File: src/design/ssinv_pkg.sv
// -----------------------------------------------------------------------------
// ssinv_pkg
// Shared types and constants for the servo speed table inverse lookup unit.
// -----------------------------------------------------------------------------
package ssinv_pkg;

   // table geometry
   localparam int TABLE_ENTRIES = 21;
   localparam int IDX_W         = $clog2(TABLE_ENTRIES);
   localparam int CNT_W         = $clog2(TABLE_ENTRIES + 1);

   // field widths
   localparam int MODE_W      = 1;
   localparam int ENTRY_IDX_W = 5;
   localparam int SPEED_W     = 16;
   localparam int SSPEED_W    = 17;
   localparam int MAG_W       = 17;
   localparam int PULSE_W     = 12;
   localparam int STEP_W      = 5;
   localparam int CSR_IDX_W   = 1;
   localparam int CSR_DATA_W  = 12;

   // arithmetic widths
   localparam int STEP_MAX   = (1 << STEP_W) - 1;
   localparam int OFF_W      = $clog2((TABLE_ENTRIES - 1) * STEP_MAX + 1);
   localparam int SUM_W      = ((PULSE_W > OFF_W) ? PULSE_W : OFF_W) + 2;
   localparam int DIVIDEND_W = STEP_W + MAG_W;
   localparam int DIVISOR_W  = SPEED_W;
   localparam int QUO_W      = STEP_W;
   localparam int QBIT_W     = (QUO_W > 1) ? $clog2(QUO_W) : 1;
   localparam int BASE_W     = IDX_W + STEP_W;

   localparam logic [PULSE_W-1:0] PULSE_MAX    = {PULSE_W{1'b1}};
   localparam logic [PULSE_W-1:0] CENTER_RESET = PULSE_W'(1500);
   localparam logic [STEP_W-1:0]  STEP_RESET   = STEP_W'(5);

   // codes
   localparam logic [MODE_W-1:0]    MODE_LOAD        = 1'b0;
   localparam logic [MODE_W-1:0]    MODE_CONVERT     = 1'b1;
   localparam logic                 WHEEL_LEFT       = 1'b0;
   localparam logic                 WHEEL_RIGHT      = 1'b1;
   localparam logic [CSR_IDX_W-1:0] CSR_CENTER_PULSE = 1'b0;
   localparam logic [CSR_IDX_W-1:0] CSR_STEP_SIZE    = 1'b1;

   typedef enum logic [2:0] {
      S_IDLE,
      S_SRCH,
      S_MUL,
      S_DIV,
      S_WEND,
      S_DONE
   } state_type;

   typedef struct packed {
      logic                  start;
      logic [DIVIDEND_W-1:0] dividend;
      logic [DIVISOR_W-1:0]  divisor;
   } div_req_type;

   typedef struct packed {
      logic             done;
      logic [QUO_W-1:0] quotient;
   } div_rsp_type;

endpackage

File: src/design/servo_speed_table_inverse_interp_unit.sv
// -----------------------------------------------------------------------------
// servo_speed_table_inverse_interp_unit
// Turns a signed wheel speed pair into two servo pulse widths by inverse
// lookup with linear interpolation in per-wheel calibration tables.
// -----------------------------------------------------------------------------
// A load beat writes one in-range calibration entry and gives no result.
// A convert beat scans the left table, then the right table, one entry per
// cycle on each table's single read port, and interpolates between the two
// entries around the speed with a 5-step serial divider. The result sits in an
// output register, so the next beat can be taken while it waits.
// Table entries are not cleared by reset and must be loaded before use.
// -----------------------------------------------------------------------------
module servo_speed_table_inverse_interp_unit (
   input  logic                                clock,
   input  logic                                reset,
   // request channel
   input  logic                                req_valid,
   output logic                                req_stall,
   input  logic [ssinv_pkg::MODE_W-1:0]        req_mode,
   input  logic                                req_wheel_side,
   input  logic [ssinv_pkg::ENTRY_IDX_W-1:0]   req_entry_index,
   input  logic [ssinv_pkg::SPEED_W-1:0]       req_entry_speed,
   input  logic signed [ssinv_pkg::SSPEED_W-1:0] req_left_speed,
   input  logic signed [ssinv_pkg::SSPEED_W-1:0] req_right_speed,
   // response channel
   output logic                                rsp_valid,
   input  logic                                rsp_stall,
   output logic [ssinv_pkg::PULSE_W-1:0]       rsp_left_pulse,
   output logic [ssinv_pkg::PULSE_W-1:0]       rsp_right_pulse,
   output logic                                rsp_left_saturated,
   output logic                                rsp_right_saturated,
   // register write channel
   input  logic                                csr_valid,
   output logic                                csr_ready,
   input  logic [ssinv_pkg::CSR_IDX_W-1:0]     csr_index,
   input  logic [ssinv_pkg::CSR_DATA_W-1:0]    csr_wdata
);
   import ssinv_pkg::*;

   state_type state_ff, state_in;

   logic [PULSE_W-1:0] center_ff, center_in;
   logic [STEP_W-1:0]  step_ff, step_in;

   logic [CNT_W-1:0]     cnt_ff, cnt_in;
   logic                 wheel_ff, wheel_in;
   logic [MAG_W-1:0]     lmag_ff, lmag_in, rmag_ff, rmag_in;
   logic                 lneg_ff, lneg_in, rneg_ff, rneg_in;
   logic [SPEED_W-1:0]   prev_ff, prev_in;
   logic [MAG_W-1:0]     diff_ff, diff_in;
   logic [SPEED_W-1:0]   den_ff, den_in;
   logic [OFF_W-1:0]     base_ff, base_in;
   logic [OFF_W-1:0]     off_ff, off_in;
   logic                 sat_ff, sat_in;
   logic [PULSE_W-1:0]   lp_ff, lp_in, rp_ff, rp_in;
   logic                 lsat_ff, lsat_in, rsat_ff, rsat_in;

   logic                 rsp_valid_ff, rsp_valid_in;
   logic [PULSE_W-1:0]   rsp_lp_ff, rsp_lp_in, rsp_rp_ff, rsp_rp_in;
   logic                 rsp_lsat_ff, rsp_lsat_in, rsp_rsat_ff, rsp_rsat_in;

   logic req_acc, csr_acc, is_convert, out_free;
   logic load_ok, wr_left, wr_right, rd_en_left, rd_en_right, rd_en;
   logic [IDX_W-1:0] rd_addr, wr_addr;
   logic [SPEED_W-1:0] rdata_left, rdata_right, rdata;
   logic [MAG_W-1:0] cur_mag, t_ext;
   logic cur_neg;
   logic [CNT_W-1:0] j_cnt;
   logic srch_chk, hit_eq, hit_gt, is_first, is_last;
   logic [MAG_W-1:0] lmag_new, rmag_new;
   logic do_add, pulse_sat;
   logic signed [SUM_W-1:0] cen_s, off_s, sum_s;
   logic [PULSE_W-1:0] pulse_val;

   div_req_type div_req;
   div_rsp_type div_rsp;

   // handshakes
   assign req_stall  = (state_ff != S_IDLE);
   assign req_acc    = req_valid && !req_stall;
   assign csr_ready  = 1'b1;
   assign csr_acc    = csr_valid && csr_ready;
   assign is_convert = (req_mode == MODE_CONVERT);
   assign out_free   = !rsp_valid_ff || !rsp_stall;

   // table writes
   assign load_ok  = req_acc && !is_convert &&
                     (32'(req_entry_index) < 32'(TABLE_ENTRIES));
   assign wr_addr  = IDX_W'(req_entry_index);
   assign wr_left  = load_ok && (req_wheel_side == WHEEL_LEFT);
   assign wr_right = load_ok && (req_wheel_side == WHEEL_RIGHT);

   // table scan reads, one entry a cycle
   assign rd_en       = (state_ff == S_SRCH) && (32'(cnt_ff) < 32'(TABLE_ENTRIES));
   assign rd_addr     = cnt_ff[IDX_W-1:0];
   assign rd_en_left  = rd_en && (wheel_ff == WHEEL_LEFT);
   assign rd_en_right = rd_en && (wheel_ff == WHEEL_RIGHT);

   ssinv_ram #(.WIDTH(SPEED_W), .DEPTH(TABLE_ENTRIES)) u_left_table (
      .clock   (clock),
      .wr_en   (wr_left),
      .wr_addr (wr_addr),
      .wr_data (req_entry_speed),
      .rd_en   (rd_en_left),
      .rd_addr (rd_addr),
      .rd_data (rdata_left)
   );

   ssinv_ram #(.WIDTH(SPEED_W), .DEPTH(TABLE_ENTRIES)) u_right_table (
      .clock   (clock),
      .wr_en   (wr_right),
      .wr_addr (wr_addr),
      .wr_data (req_entry_speed),
      .rd_en   (rd_en_right),
      .rd_addr (rd_addr),
      .rd_data (rdata_right)
   );

   ssinv_div u_div (
      .clock   (clock),
      .reset   (reset),
      .div_req (div_req),
      .div_rsp (div_rsp)
   );

   // magnitudes of the incoming speeds
   assign lmag_new = req_left_speed[SSPEED_W-1]  ? MAG_W'(~req_left_speed + 1'b1)
                                                 : MAG_W'(req_left_speed);
   assign rmag_new = req_right_speed[SSPEED_W-1] ? MAG_W'(~req_right_speed + 1'b1)
                                                 : MAG_W'(req_right_speed);

   // search decision; data returned this cycle belongs to entry cnt-1
   assign rdata    = (wheel_ff == WHEEL_RIGHT) ? rdata_right : rdata_left;
   assign cur_mag  = (wheel_ff == WHEEL_RIGHT) ? rmag_ff : lmag_ff;
   assign cur_neg  = (wheel_ff == WHEEL_RIGHT) ? rneg_ff : lneg_ff;
   assign t_ext    = MAG_W'(rdata);
   assign j_cnt    = cnt_ff - 1'b1;
   assign srch_chk = (state_ff == S_SRCH) && (cnt_ff != '0);
   assign hit_eq   = (t_ext == cur_mag);
   assign hit_gt   = (t_ext > cur_mag);
   assign is_first = (j_cnt == '0);
   assign is_last  = (32'(j_cnt) == 32'(TABLE_ENTRIES - 1));

   // signed offset applied to the center pulse; right side is mirrored
   assign do_add = (wheel_ff == WHEEL_LEFT) ^ cur_neg;
   assign cen_s  = signed'(SUM_W'(center_ff));
   assign off_s  = signed'(SUM_W'(off_ff));
   assign sum_s  = do_add ? (cen_s + off_s) : (cen_s - off_s);

   always_comb begin
      pulse_sat = 1'b0;
      pulse_val = sum_s[PULSE_W-1:0];
      if (sum_s < 0) begin
         pulse_sat = 1'b1;
         pulse_val = '0;
      end else if (sum_s > signed'(SUM_W'(PULSE_MAX))) begin
         pulse_sat = 1'b1;
         pulse_val = PULSE_MAX;
      end
   end

   // divider request: step times distance above the lower entry
   always_comb begin
      div_req.start    = (state_ff == S_MUL);
      div_req.dividend = DIVIDEND_W'(step_ff) * DIVIDEND_W'(diff_ff);
      div_req.divisor  = den_ff;
   end

   // next state
   always_comb begin
      state_in = state_ff;
      unique case (state_ff)
         S_IDLE: begin
            if (req_acc && is_convert) begin
               state_in = S_SRCH;
            end
         end
         S_SRCH: begin
            if (srch_chk) begin
               if (hit_eq || (hit_gt && is_first) || (!hit_gt && is_last)) begin
                  state_in = S_WEND;
               end else if (hit_gt) begin
                  state_in = S_MUL;
               end
            end
         end
         S_MUL: begin
            state_in = S_DIV;
         end
         S_DIV: begin
            if (div_rsp.done) begin
               state_in = S_WEND;
            end
         end
         S_WEND: begin
            state_in = (wheel_ff == WHEEL_LEFT) ? S_SRCH : S_DONE;
         end
         S_DONE: begin
            if (out_free) begin
               state_in = S_IDLE;
            end
         end
         default: begin
            state_in = S_IDLE;
         end
      endcase
   end

   // datapath and outputs
   always_comb begin
      center_in   = center_ff;
      step_in     = step_ff;
      cnt_in      = cnt_ff;
      wheel_in    = wheel_ff;
      lmag_in     = lmag_ff;
      rmag_in     = rmag_ff;
      lneg_in     = lneg_ff;
      rneg_in     = rneg_ff;
      prev_in     = prev_ff;
      diff_in     = diff_ff;
      den_in      = den_ff;
      base_in     = base_ff;
      off_in      = off_ff;
      sat_in      = sat_ff;
      lp_in       = lp_ff;
      rp_in       = rp_ff;
      lsat_in     = lsat_ff;
      rsat_in     = rsat_ff;
      rsp_lp_in   = rsp_lp_ff;
      rsp_rp_in   = rsp_rp_ff;
      rsp_lsat_in = rsp_lsat_ff;
      rsp_rsat_in = rsp_rsat_ff;
      rsp_valid_in = rsp_valid_ff && rsp_stall;

      if (csr_acc) begin
         unique case (csr_index)
            CSR_CENTER_PULSE: center_in = PULSE_W'(csr_wdata);
            CSR_STEP_SIZE:    step_in   = csr_wdata[STEP_W-1:0];
         endcase
      end

      unique case (state_ff)
         S_IDLE: begin
            cnt_in   = '0;
            wheel_in = WHEEL_LEFT;
            if (req_acc && is_convert) begin
               lmag_in = lmag_new;
               rmag_in = rmag_new;
               lneg_in = req_left_speed[SSPEED_W-1];
               rneg_in = req_right_speed[SSPEED_W-1];
            end
         end
         S_SRCH: begin
            cnt_in = cnt_ff + 1'b1;
            if (srch_chk) begin
               if (hit_eq) begin
                  off_in = OFF_W'(BASE_W'(j_cnt[IDX_W-1:0]) * step_ff);
                  sat_in = 1'b0;
               end else if (hit_gt) begin
                  off_in  = '0;
                  sat_in  = 1'b0;
                  diff_in = cur_mag - MAG_W'(prev_ff);
                  den_in  = rdata - prev_ff;
                  base_in = OFF_W'(BASE_W'(j_cnt[IDX_W-1:0] - 1'b1) * step_ff);
               end else begin
                  prev_in = rdata;
                  if (is_last) begin
                     // beyond the table: top step and flag
                     off_in = OFF_W'(BASE_W'(TABLE_ENTRIES - 1) * step_ff);
                     sat_in = 1'b1;
                  end
               end
            end
         end
         S_MUL: begin
         end
         S_DIV: begin
            if (div_rsp.done) begin
               off_in = base_ff + OFF_W'(div_rsp.quotient);
            end
         end
         S_WEND: begin
            cnt_in   = '0;
            wheel_in = WHEEL_RIGHT;
            if (wheel_ff == WHEEL_LEFT) begin
               lp_in   = pulse_val;
               lsat_in = sat_ff || pulse_sat;
            end else begin
               rp_in   = pulse_val;
               rsat_in = sat_ff || pulse_sat;
            end
         end
         S_DONE: begin
            if (out_free) begin
               rsp_valid_in = 1'b1;
               rsp_lp_in    = lp_ff;
               rsp_rp_in    = rp_ff;
               rsp_lsat_in  = lsat_ff;
               rsp_rsat_in  = rsat_ff;
            end
         end
         default: begin
         end
      endcase
   end

   always_ff @(posedge clock) begin
      if (reset) begin
         state_ff     <= S_IDLE;
         center_ff    <= CENTER_RESET;
         step_ff      <= STEP_RESET;
         rsp_valid_ff <= 1'b0;
         cnt_ff       <= '0;
         wheel_ff     <= WHEEL_LEFT;
      end else begin
         state_ff     <= state_in;
         center_ff    <= center_in;
         step_ff      <= step_in;
         rsp_valid_ff <= rsp_valid_in;
         cnt_ff       <= cnt_in;
         wheel_ff     <= wheel_in;
      end
      lmag_ff     <= lmag_in;
      rmag_ff     <= rmag_in;
      lneg_ff     <= lneg_in;
      rneg_ff     <= rneg_in;
      prev_ff     <= prev_in;
      diff_ff     <= diff_in;
      den_ff      <= den_in;
      base_ff     <= base_in;
      off_ff      <= off_in;
      sat_ff      <= sat_in;
      lp_ff       <= lp_in;
      rp_ff       <= rp_in;
      lsat_ff     <= lsat_in;
      rsat_ff     <= rsat_in;
      rsp_lp_ff   <= rsp_lp_in;
      rsp_rp_ff   <= rsp_rp_in;
      rsp_lsat_ff <= rsp_lsat_in;
      rsp_rsat_ff <= rsp_rsat_in;
   end

   assign rsp_valid           = rsp_valid_ff;
   assign rsp_left_pulse      = rsp_lp_ff;
   assign rsp_right_pulse     = rsp_rp_ff;
   assign rsp_left_saturated  = rsp_lsat_ff;
   assign rsp_right_saturated = rsp_rsat_ff;

endmodule

File: src/design/ssinv_ram.sv
// -----------------------------------------------------------------------------
// ssinv_ram
// Generic single-write, single-read RAM with registered read data.
// -----------------------------------------------------------------------------
module ssinv_ram #(
   parameter int WIDTH = 16,
   parameter int DEPTH = 21
) (
   input  logic                     clock,
   input  logic                     wr_en,
   input  logic [$clog2(DEPTH)-1:0] wr_addr,
   input  logic [WIDTH-1:0]         wr_data,
   input  logic                     rd_en,
   input  logic [$clog2(DEPTH)-1:0] rd_addr,
   output logic [WIDTH-1:0]         rd_data
);

   logic [WIDTH-1:0] mem_ff [DEPTH];
   logic [WIDTH-1:0] rd_data_ff;

   always_ff @(posedge clock) begin
      if (wr_en) begin
         mem_ff[wr_addr] <= wr_data;
      end
      if (rd_en) begin
         rd_data_ff <= mem_ff[rd_addr];
      end
   end

   assign rd_data = rd_data_ff;

endmodule

File: src/design/ssinv_div.sv
// -----------------------------------------------------------------------------
// ssinv_div
// Restoring divider, one quotient bit per cycle, for the interpolation
// fraction. The quotient is known to fit in QUO_W bits.
// -----------------------------------------------------------------------------
module ssinv_div (
   input  logic                   clock,
   input  logic                   reset,
   input  ssinv_pkg::div_req_type div_req,
   output ssinv_pkg::div_rsp_type div_rsp
);
   import ssinv_pkg::*;

   logic [DIVIDEND_W-1:0] rem_ff, rem_in;
   logic [DIVISOR_W-1:0]  den_ff, den_in;
   logic [QUO_W-1:0]      quo_ff, quo_in;
   logic [QBIT_W-1:0]     bit_ff, bit_in;
   logic                  busy_ff, busy_in;
   logic                  done_ff, done_in;
   logic [DIVIDEND_W-1:0] trial;

   assign trial = DIVIDEND_W'(den_ff) << bit_ff;

   always_comb begin
      rem_in  = rem_ff;
      den_in  = den_ff;
      quo_in  = quo_ff;
      bit_in  = bit_ff;
      busy_in = busy_ff;
      done_in = 1'b0;
      if (div_req.start) begin
         rem_in  = div_req.dividend;
         den_in  = div_req.divisor;
         quo_in  = '0;
         bit_in  = QBIT_W'(QUO_W - 1);
         busy_in = 1'b1;
      end else if (busy_ff) begin
         if (rem_ff >= trial) begin
            rem_in         = rem_ff - trial;
            quo_in[bit_ff] = 1'b1;
         end
         if (bit_ff == '0) begin
            busy_in = 1'b0;
            done_in = 1'b1;
         end else begin
            bit_in = bit_ff - 1'b1;
         end
      end
   end

   always_ff @(posedge clock) begin
      if (reset) begin
         busy_ff <= 1'b0;
         done_ff <= 1'b0;
      end else begin
         busy_ff <= busy_in;
         done_ff <= done_in;
      end
      rem_ff <= rem_in;
      den_ff <= den_in;
      quo_ff <= quo_in;
      bit_ff <= bit_in;
   end

   assign div_rsp.done     = done_ff;
   assign div_rsp.quotient = quo_ff;

endmodule
File: config.mk
export PLATFORM = sky130hd
export DESIGN_NAME = servo_speed_table_inverse_interp_unit
export DESIGN_NICKNAME = d
export VERILOG_FILES = /design/src/design/ssinv_pkg.sv /design/src/design/servo_speed_table_inverse_interp_unit.sv /design/src/design/ssinv_ram.sv /design/src/design/ssinv_div.sv
export SDC_FILE = /design/constraint.sdc
export NUM_CORES = 2
export LEC_CHECK = 0
export ABC_CLOCK_PERIOD_IN_PS = 7100
export BUFFER_PORTS_ARGS = -buffer_cell sky130_fd_sc_hd__buf_2
export CORE_ASPECT_RATIO = 1.4
export CORE_MARGIN = 2
export CORE_UTILIZATION = 40
export DETAILED_ROUTE_END_ITERATION = 16
export GPL_TIMING_DRIVEN = 0
export SYNTH_ARGS = -nofsm -noshare
export SYNTH_HDL_FRONTEND = slang
export SYNTH_HIERARCHICAL = 1
export SYNTH_SLANG_ARGS = --single-unit
File: constraint.sdc
create_clock -name clock -period 7.1 [get_ports clock]
set_clock_uncertainty 0.05 [all_clocks]
set_input_delay 2.13 -clock clock [delete_from_list [all_inputs] [get_ports clock]]
set_output_delay 2.13 -clock clock [all_outputs]
set_load 0.005 [all_outputs]
Yosys cells after proc, flatten, opt, wreduce, memory -nomap -nowiden
Memories as Yosys holds them, arrays and structs flattened. A register that Yosys moved wholly into a read port is not among the register bits.
Cells that the tools add are included.
W data, S select, Z words.
{"block": "totals", "regBits": 233, "latch_bits": 0, "romBits": 0, "memories": 2, "out_inout_bits": 29, "elab_cells": 176, "inputBits": 75, "ram_bits": 672}
{"block": "classes", "reduce_logical": 51, "mux": 42, "n_bitwise": 11, "n_lt_le_gt_ge": 8, "shifts": 1, "multipliers": 4, "n_div": 0, "n_eq_ne": 13, "add_sub_neg": 12}
{"name": "u_left_table.mem_ff", "depth": 21, "word_bits": 16, "rd": 1, "rd_ports_with_merged_regs": 1, "write_ports": 1, "line_no": "ssinv_ram.sv:18", "rtl": "logic [WIDTH-1:0] mem_ff [DEPTH];"}
{"name": "u_right_table.mem_ff", "depth": 21, "word_bits": 16, "rd": 1, "rd_ports_with_merged_regs": 1, "write_ports": 1, "line_no": "ssinv_ram.sv:18"}
{"op": "$mux W22", "count": 3}
{"op": "$mux W10", "count": 5}
{"op": "$mux W16", "count": 3}
{"op": "$add A17 B1 Y17 const B", "count": 2}
{"op": "$not A17 Y17", "count": 2}
{"op": "$mux W12", "count": 2}
{"op": "$ge A22 B22 Y1", "count": 1}
{"op": "$mul A5 B17 Y22", "count": 1}
{"op": "$shl A16 B3 Y22", "count": 1}
{"op": "$sub A22 B22 Y22", "count": 1}
{"op": "$mux W3", "count": 7}
{"op": "$pmux W10 S2", "count": 1}
{"op": "$pmux W3 S6", "count": 1}
{"op": "$reduce_and A2 Y1", "count": 9}
{"op": "$eq A16 B17 Y1", "count": 1}
{"op": "$gt A16 B17 Y1", "count": 1}
{"op": "$mux W17", "count": 1}
{"op": "$sub A17 B16 Y17", "count": 1}
{"op": "$sub A16 B16 Y16", "count": 1}
{"op": "$mux W1", "count": 15}
{"op": "$gt A14 B13 Y1 const B", "count": 1}
{"op": "$logic_and A1 B1 Y1", "count": 14}
{"op": "$lt A14 B1 Y1 const B", "count": 1}
{"op": "$mux W14", "count": 1}
{"op": "39 further kinds", "count": 66}

Logic depth before layout (Yosys ltp)
{"block": "depth", "depth_word": 8, "depth_mapped": 20, "ltp_nobuf": 19}

Cells and area by module
Netlist, hierarchy kept.
{"module": "servo_speed_table_inverse_interp_unit", "cells_per_inst": 1522, "instances": 1, "seq_area_each_um2": 5285.1, "area_each_um2": 15104.5}
{"module": "ssinv_ram (u_left_table)", "cells_per_inst": 737, "instances": 1, "seq_area_each_um2": 10570.1, "area_each_um2": 13671.9}
{"module": "ssinv_ram (u_right_table)", "cells_per_inst": 737, "instances": 1, "seq_area_each_um2": 10570.1, "area_each_um2": 13669.4}
{"module": "ssinv_div", "cells_per_inst": 390, "instances": 1, "seq_area_each_um2": 1341.3, "area_each_um2": 3627.2}

Least setup slack after synthesis
Ideal clock, no wire load.
{"block": "synth_path", "path_kind": "reg2reg", "start": "reg wheel_ff", "end": "reg base_ff[0], enable pin", "slack_ps": 828, "setup_ps": 506, "synth_period_minus_slack_ps": 6272, "arrival_time_ps": 5716, "path_stages_with_launch": 10, "required_time_ps": 6544, "cell_sequence": "dfxtp_1 -> buf_1 -> buf_1 -> mux2_2 -> ha_1 -> nand2_1 -> o21a_1 -> o211a_1 -> o21ai_0 -> nor3b_1"}
{"block": "synth_between", "elab_chain_len": 4, "word_cells_on_any_way": 6, "classes_between": "order compare (1); eq/ne (1); mux (2); bitwise (1); reduce/logical (1)"}
{"item": "from (decl)", "line_no": "servo_speed_table_inverse_interp_unit.sv:46", "rtl": "logic wheel_ff, wheel_in;"}
{"item": "from (signal assigned)", "line_no": "servo_speed_table_inverse_interp_unit.sv:321", "rtl": "wheel_ff <= wheel_in;"}
{"item": "$mux W16 (*)", "line_no": "servo_speed_table_inverse_interp_unit.sv:133", "rtl": "assign rdata = (wheel_ff == WHEEL_RIGHT) ? rdata_right : rdata_left;"}
{"item": "net rdata[8]", "line_no": "servo_speed_table_inverse_interp_unit.sv:65", "rtl": "logic [SPEED_W-1:0] rdata_left, rdata_right, rdata;"}
{"item": "branches (longest 2 deep; another with $gt A16 B17 Y1)"}
{"item": "$reduce_and A4 Y1 (no line) (*)"}
{"item": "to (signal assigned)", "line_no": "servo_speed_table_inverse_interp_unit.sv:330", "rtl": "base_ff <= base_in;"}
{"item": "to (decl)", "line_no": "servo_speed_table_inverse_interp_unit.sv:52", "rtl": "logic [OFF_W-1:0] base_ff, base_in;"}
Mark *: on every way through the listed nets, which the timed path passes.
A chain may end at the register's enable or synchronous reset.

==> results.txt <==
* Final Max Slew Viols: 0
- Half-perimeter wire length of the detailed placement result: between 80,000 and 90,000 um
* Last weighted congestion value of the routability-driven placer: 0.9045
- Combined buffer and inverter count along the critical path: 3
- The worst path needs 6.087 ns of the cycle, external delays included.
- The first routing iteration left 2,061 violations.
- During synthesis, Yosys emitted a total of 6 warnings.
- EDFF count, synth: 900
* Total Routing Usage GR: 20.01%
* Maximum number of pins on one net before global-route repair: 43
* RSZ-0062 raised after global routing: no
- Sequential cell area fraction in the yosys report: about three fifths
- Of all nets on the critical path, the largest fanout is 10.
- From left edge to right edge, the die measures about 290 um.
* Via count of the first global-routing pass: 28,630
- Fraction of the core area covered by cells at the end of the flow: 45.49%
- The worst-case IR drop observed on VDD is 0.0002022 V.
* Final-report setup violation count: 0
- Buffers inserted during clock tree synthesis total 90.
- Initial Utilization: between 40% and 50%
- Total global routing overflow: 0
- CTS tree: built
* Area of the mapped netlist: 46,070 um^2
* Wire length per cell: around 23 um
- Insertion delay of the later-clocked pin in the worst-skew pair: roughly 0.70 ns
* Residual antenna-violating net count after detailed routing: 0
- Height of the die: ~400 um
* Part of the cycle the worst path needs: 85.73%
- Broken down by cell family, the worst path's largest delay share belongs to adder cells.
* Buffer depth of the longest clock path: 3
- Largest stage delay on the critical path: 0.67 ns
- Gates resized during post-CTS repair numbered 0.
* Floorplan core area: approximately 110,000 um^2
- The critical path crosses 16 cells after its start point.
- In the final timing run, aggregate negative setup slack is 0 ns.
* Area Growth Syn to Fin: 12.95%
- Synthesized instance count: 3,386
* Nets@finish: 3,939
- Counting the fill cells in the layout gives 10,240.
* CTS clock-pin slew for the worst setup and hold paths: 0.07 ns
- At the worst endpoint, the required time is 7.52 ns.
* Library cells used by synthesis: 90
- Number of maximum-capacitance violations: 0
- The worst setup path is captured at a flop.
* Flops & latches, synth: 937
* Via count: 28,020
- The most numerous cell type found on the critical path is sky130_fd_sc_hd__fa_1.
* Area used by multi-input combinational logic: 16,890 um^2
- Async set-or-reset flop fraction in the synthesized netlist: 0%
- Among all flip-flop cells after synthesis, the most frequent one is sky130_fd_sc_hd__edfxtp_1.
* CTS Root Buffer Type: sky130_fd_sc_hd__clkbuf_16
- The path class of the tightest hold or removal check is reg -> reg.
* CTS H-tree depth: 3
- Remaining design rule violation count: 0
- Flip-flop and latch area: 27,770 um^2
* Depth of the worst hold-timing path: 0
- The first global-routing pass estimated 176,400 um of wire.
* Count of pins on the block boundary: roughly 100
- The flow ran to the end, and the final reports show no timing, DRC or antenna violations.
- For this design the static power due to leakage is 18.16 nW.
- Num Clock Sinks: 937
- When the netlist entered floorplanning its net count stood at around 3,700.
- Post-CTS setup buffers: 0
- The die covers approximately 120,000 um^2.
* Measured slew at the worst slew-check pin: 1.283 ns
- Row cnt: 147
* Arr. time, crit path: 6.50 ns
* Cts-stage hold buffer count: 0
- R2R depth: 16
- Fraction of final layout cells sized beyond drive strength 1: 12.52%
- Slowest cell on the critical path: sky130_fd_sc_hd__clkbuf_1
- Worst slew margin relative to its limit: 14.49%
* Count of TritonRoute iterations in the first routing pass: 5
- The worst setup path is launched from a flop.
- For this block, the routed nets add up to 118,200 um of wire.
- Average vias per placed instance: 5.402
* Mean area per synthesized cell: approximately 14 um^2
* Antenna violations before repair: 22
* Classification of the worst setup path: reg -> reg
- Power spread over the standard cell area amounts to 264.3 nW/um^2.
- Number of buffer cells added on primary ports: just over 100
- Static timing analysis puts the maximum clock frequency at 0.1643 GHz.
- Final hold violations: 0
- Walking the worst path, the cells encountered are clkbuf_1 -> clkbuf_1 -> nand2_1 -> fa_1 -> fa_1 -> fa_1 -> inv_1 -> ha_1 -> a211oi_1 -> o21ai_0 -> nor4b_1 -> or3_1 -> a41oi_1 -> xnor2_1 -> nor2_1 -> a311oi_1.
[cells in the final DEF (no fill, tap or decap), drive strengths merged, types with 10 or more instances in the layout]
cell and instances:
edfxtp 900, mux2i 300, nand2 261, inv 203, clkbuf 199, buf 193
ha 172, nor2 151, a21oi 120, a22oi 100, nand3 97, and2 92
xnor2 88, fa 77, o21ai 75, clkinv 49, mux2 48, nor3 46
nand4 42, nor2b 42, mux4 39, dfxtp 37, a21o 32, o21a 29
xor2 22, nand2b 20, nand3b 19, or3 16, o31ai 16, and3 16
o211ai 15, a211oi 13, nor3b 13, o21bai 12, a221oi 10
[final timing paths]
path,startpoint,endpoint,slack (ns)
setup / recovery,step_ff[2],u_div/rem_ff[16],1.01
hold / removal,den_ff[4],u_div/den_ff[4],0.37
setup reg to reg,step_ff[2],u_div/rem_ff[16],1.01
hold reg to reg,den_ff[4],u_div/den_ff[4],0.37
[stage by stage]
stage          hold slack, ns  instance area (um^2)  std cells  power, mW  setup WS, ns
5_1_grt                0.3730                 52020       5180      14.37        0.7410
6_report               0.3656                 52040       5187      13.76         1.013
3_5_place_dp           0.3545                 49070       5013      9.058        0.5754
2_1_floorplan          0.3503                 46070       3386      8.325        0.8279
4_1_cts                0.3642                 52010       5180      13.87        0.9326
3_3_place_gp           0.3504                 48450       4978      9.022        -1.944
[sequential cells by signal, indices dropped and copies added, names as in the netlist, 16 cells and up]
register	cells
u_left_table/mem_ff	336
u_right_table/mem_ff	336
u_div/rem_ff	22
diff_ff	17
lmag_ff	17
rmag_ff	17
den_ff	16
prev_ff	16
u_div/den_ff	16
u_left_table/rd_data	16
u_right_table/rd_data	16
[routing by layer]
metal  routed length [um]  GRT usage (%)  up-vias  part of all wire [%]
met5                  195              0        -                  0.16
met1                45580          23.06    13890                    39
met4                 5272          9.199       32                   4.5
met2                59620          35.62      748                    50
li1                     -              -    13100                     -
met3                 7586          4.204      245                   6.4
[area by class of cell]
cell class | instances | share of cell area (%)
clock inverter | 64 | 1.188
tap | 1490 | 3.582
multi-input combinational | 2096 | 32.45
buffer | 152 | 1.548
inverter | 201 | 1.450
antenna | 7 | 0.03366
sequential | 937 | 53.36
clock buffer | 103 | 4.462
timing repair buffer | 137 | 1.928
[power by group]
part | switching (mW) | internal, mW | leakage (nW)
Combinational | 1.62 | 1.09 | 8.33
Sequential | 0.0450 | 6.21 | 8.41
Clock | 2.14 | 2.66 | 1.42
[logic make-up (layout without fill, tap and decap cells)]
logic type / after synthesis / in the layout / synth area share (%)
xor+xnor: 110 / 110 / 2.091
other cells: 1 / 8 / 0.008139
compound gates: 497 / 497 / 7.332
fa+ha+maj: 249 / 249 / 8.017
flops: 937 / 937 / 60.27
mux: 387 / 387 / 9.703
buf+inv: 353 / 657 / 3.386
simple gates: 852 / 852 / 9.195
[synth_stat cells (13+ instances only)]
library cell               instances  area share (%)
sky130_fd_sc_hd__o31ai_1          16            0.26
sky130_fd_sc_hd__a21o_1           31            0.51
sky130_fd_sc_hd__o211ai_1         14            0.23
sky130_fd_sc_hd__nor2_1          151             1.2
sky130_fd_sc_hd__mux4_2           27             1.3
sky130_fd_sc_hd__buf_4            20            0.33
sky130_fd_sc_hd__a21oi_1         120             1.3
sky130_fd_sc_hd__fa_1             77             3.3
sky130_fd_sc_hd__xnor2_1          88             1.7
sky130_fd_sc_hd__inv_1           200             1.6
sky130_fd_sc_hd__a22oi_1         100             1.6
sky130_fd_sc_hd__nor3b_1          13            0.21
sky130_fd_sc_hd__buf_6            15            0.37
sky130_fd_sc_hd__nor3_1           46            0.50
sky130_fd_sc_hd__dfxtp_1          37             1.6
sky130_fd_sc_hd__ha_1            172             4.7
sky130_fd_sc_hd__nand2b_1         20            0.27
sky130_fd_sc_hd__o21a_1           29            0.47
sky130_fd_sc_hd__mux2i_1         300             6.5
sky130_fd_sc_hd__o21ai_0          74            0.80
sky130_fd_sc_hd__edfxtp_1        900              59
sky130_fd_sc_hd__nand4_1          42            0.57
sky130_fd_sc_hd__nand2_1         261             2.1
sky130_fd_sc_hd__and3_1           16            0.22
sky130_fd_sc_hd__nor2b_1          41            0.56
sky130_fd_sc_hd__mux2_2           47             1.1
sky130_fd_sc_hd__or3_1            16            0.22
sky130_fd_sc_hd__and2_1           91             1.2
sky130_fd_sc_hd__xor2_1           22            0.42
sky130_fd_sc_hd__clkbuf_1         96            0.78
sky130_fd_sc_hd__nand3_1          97             1.1
sky130_fd_sc_hd__nand3b_1         19            0.31
Note: power is estimated with default switching activity, not from simulation.
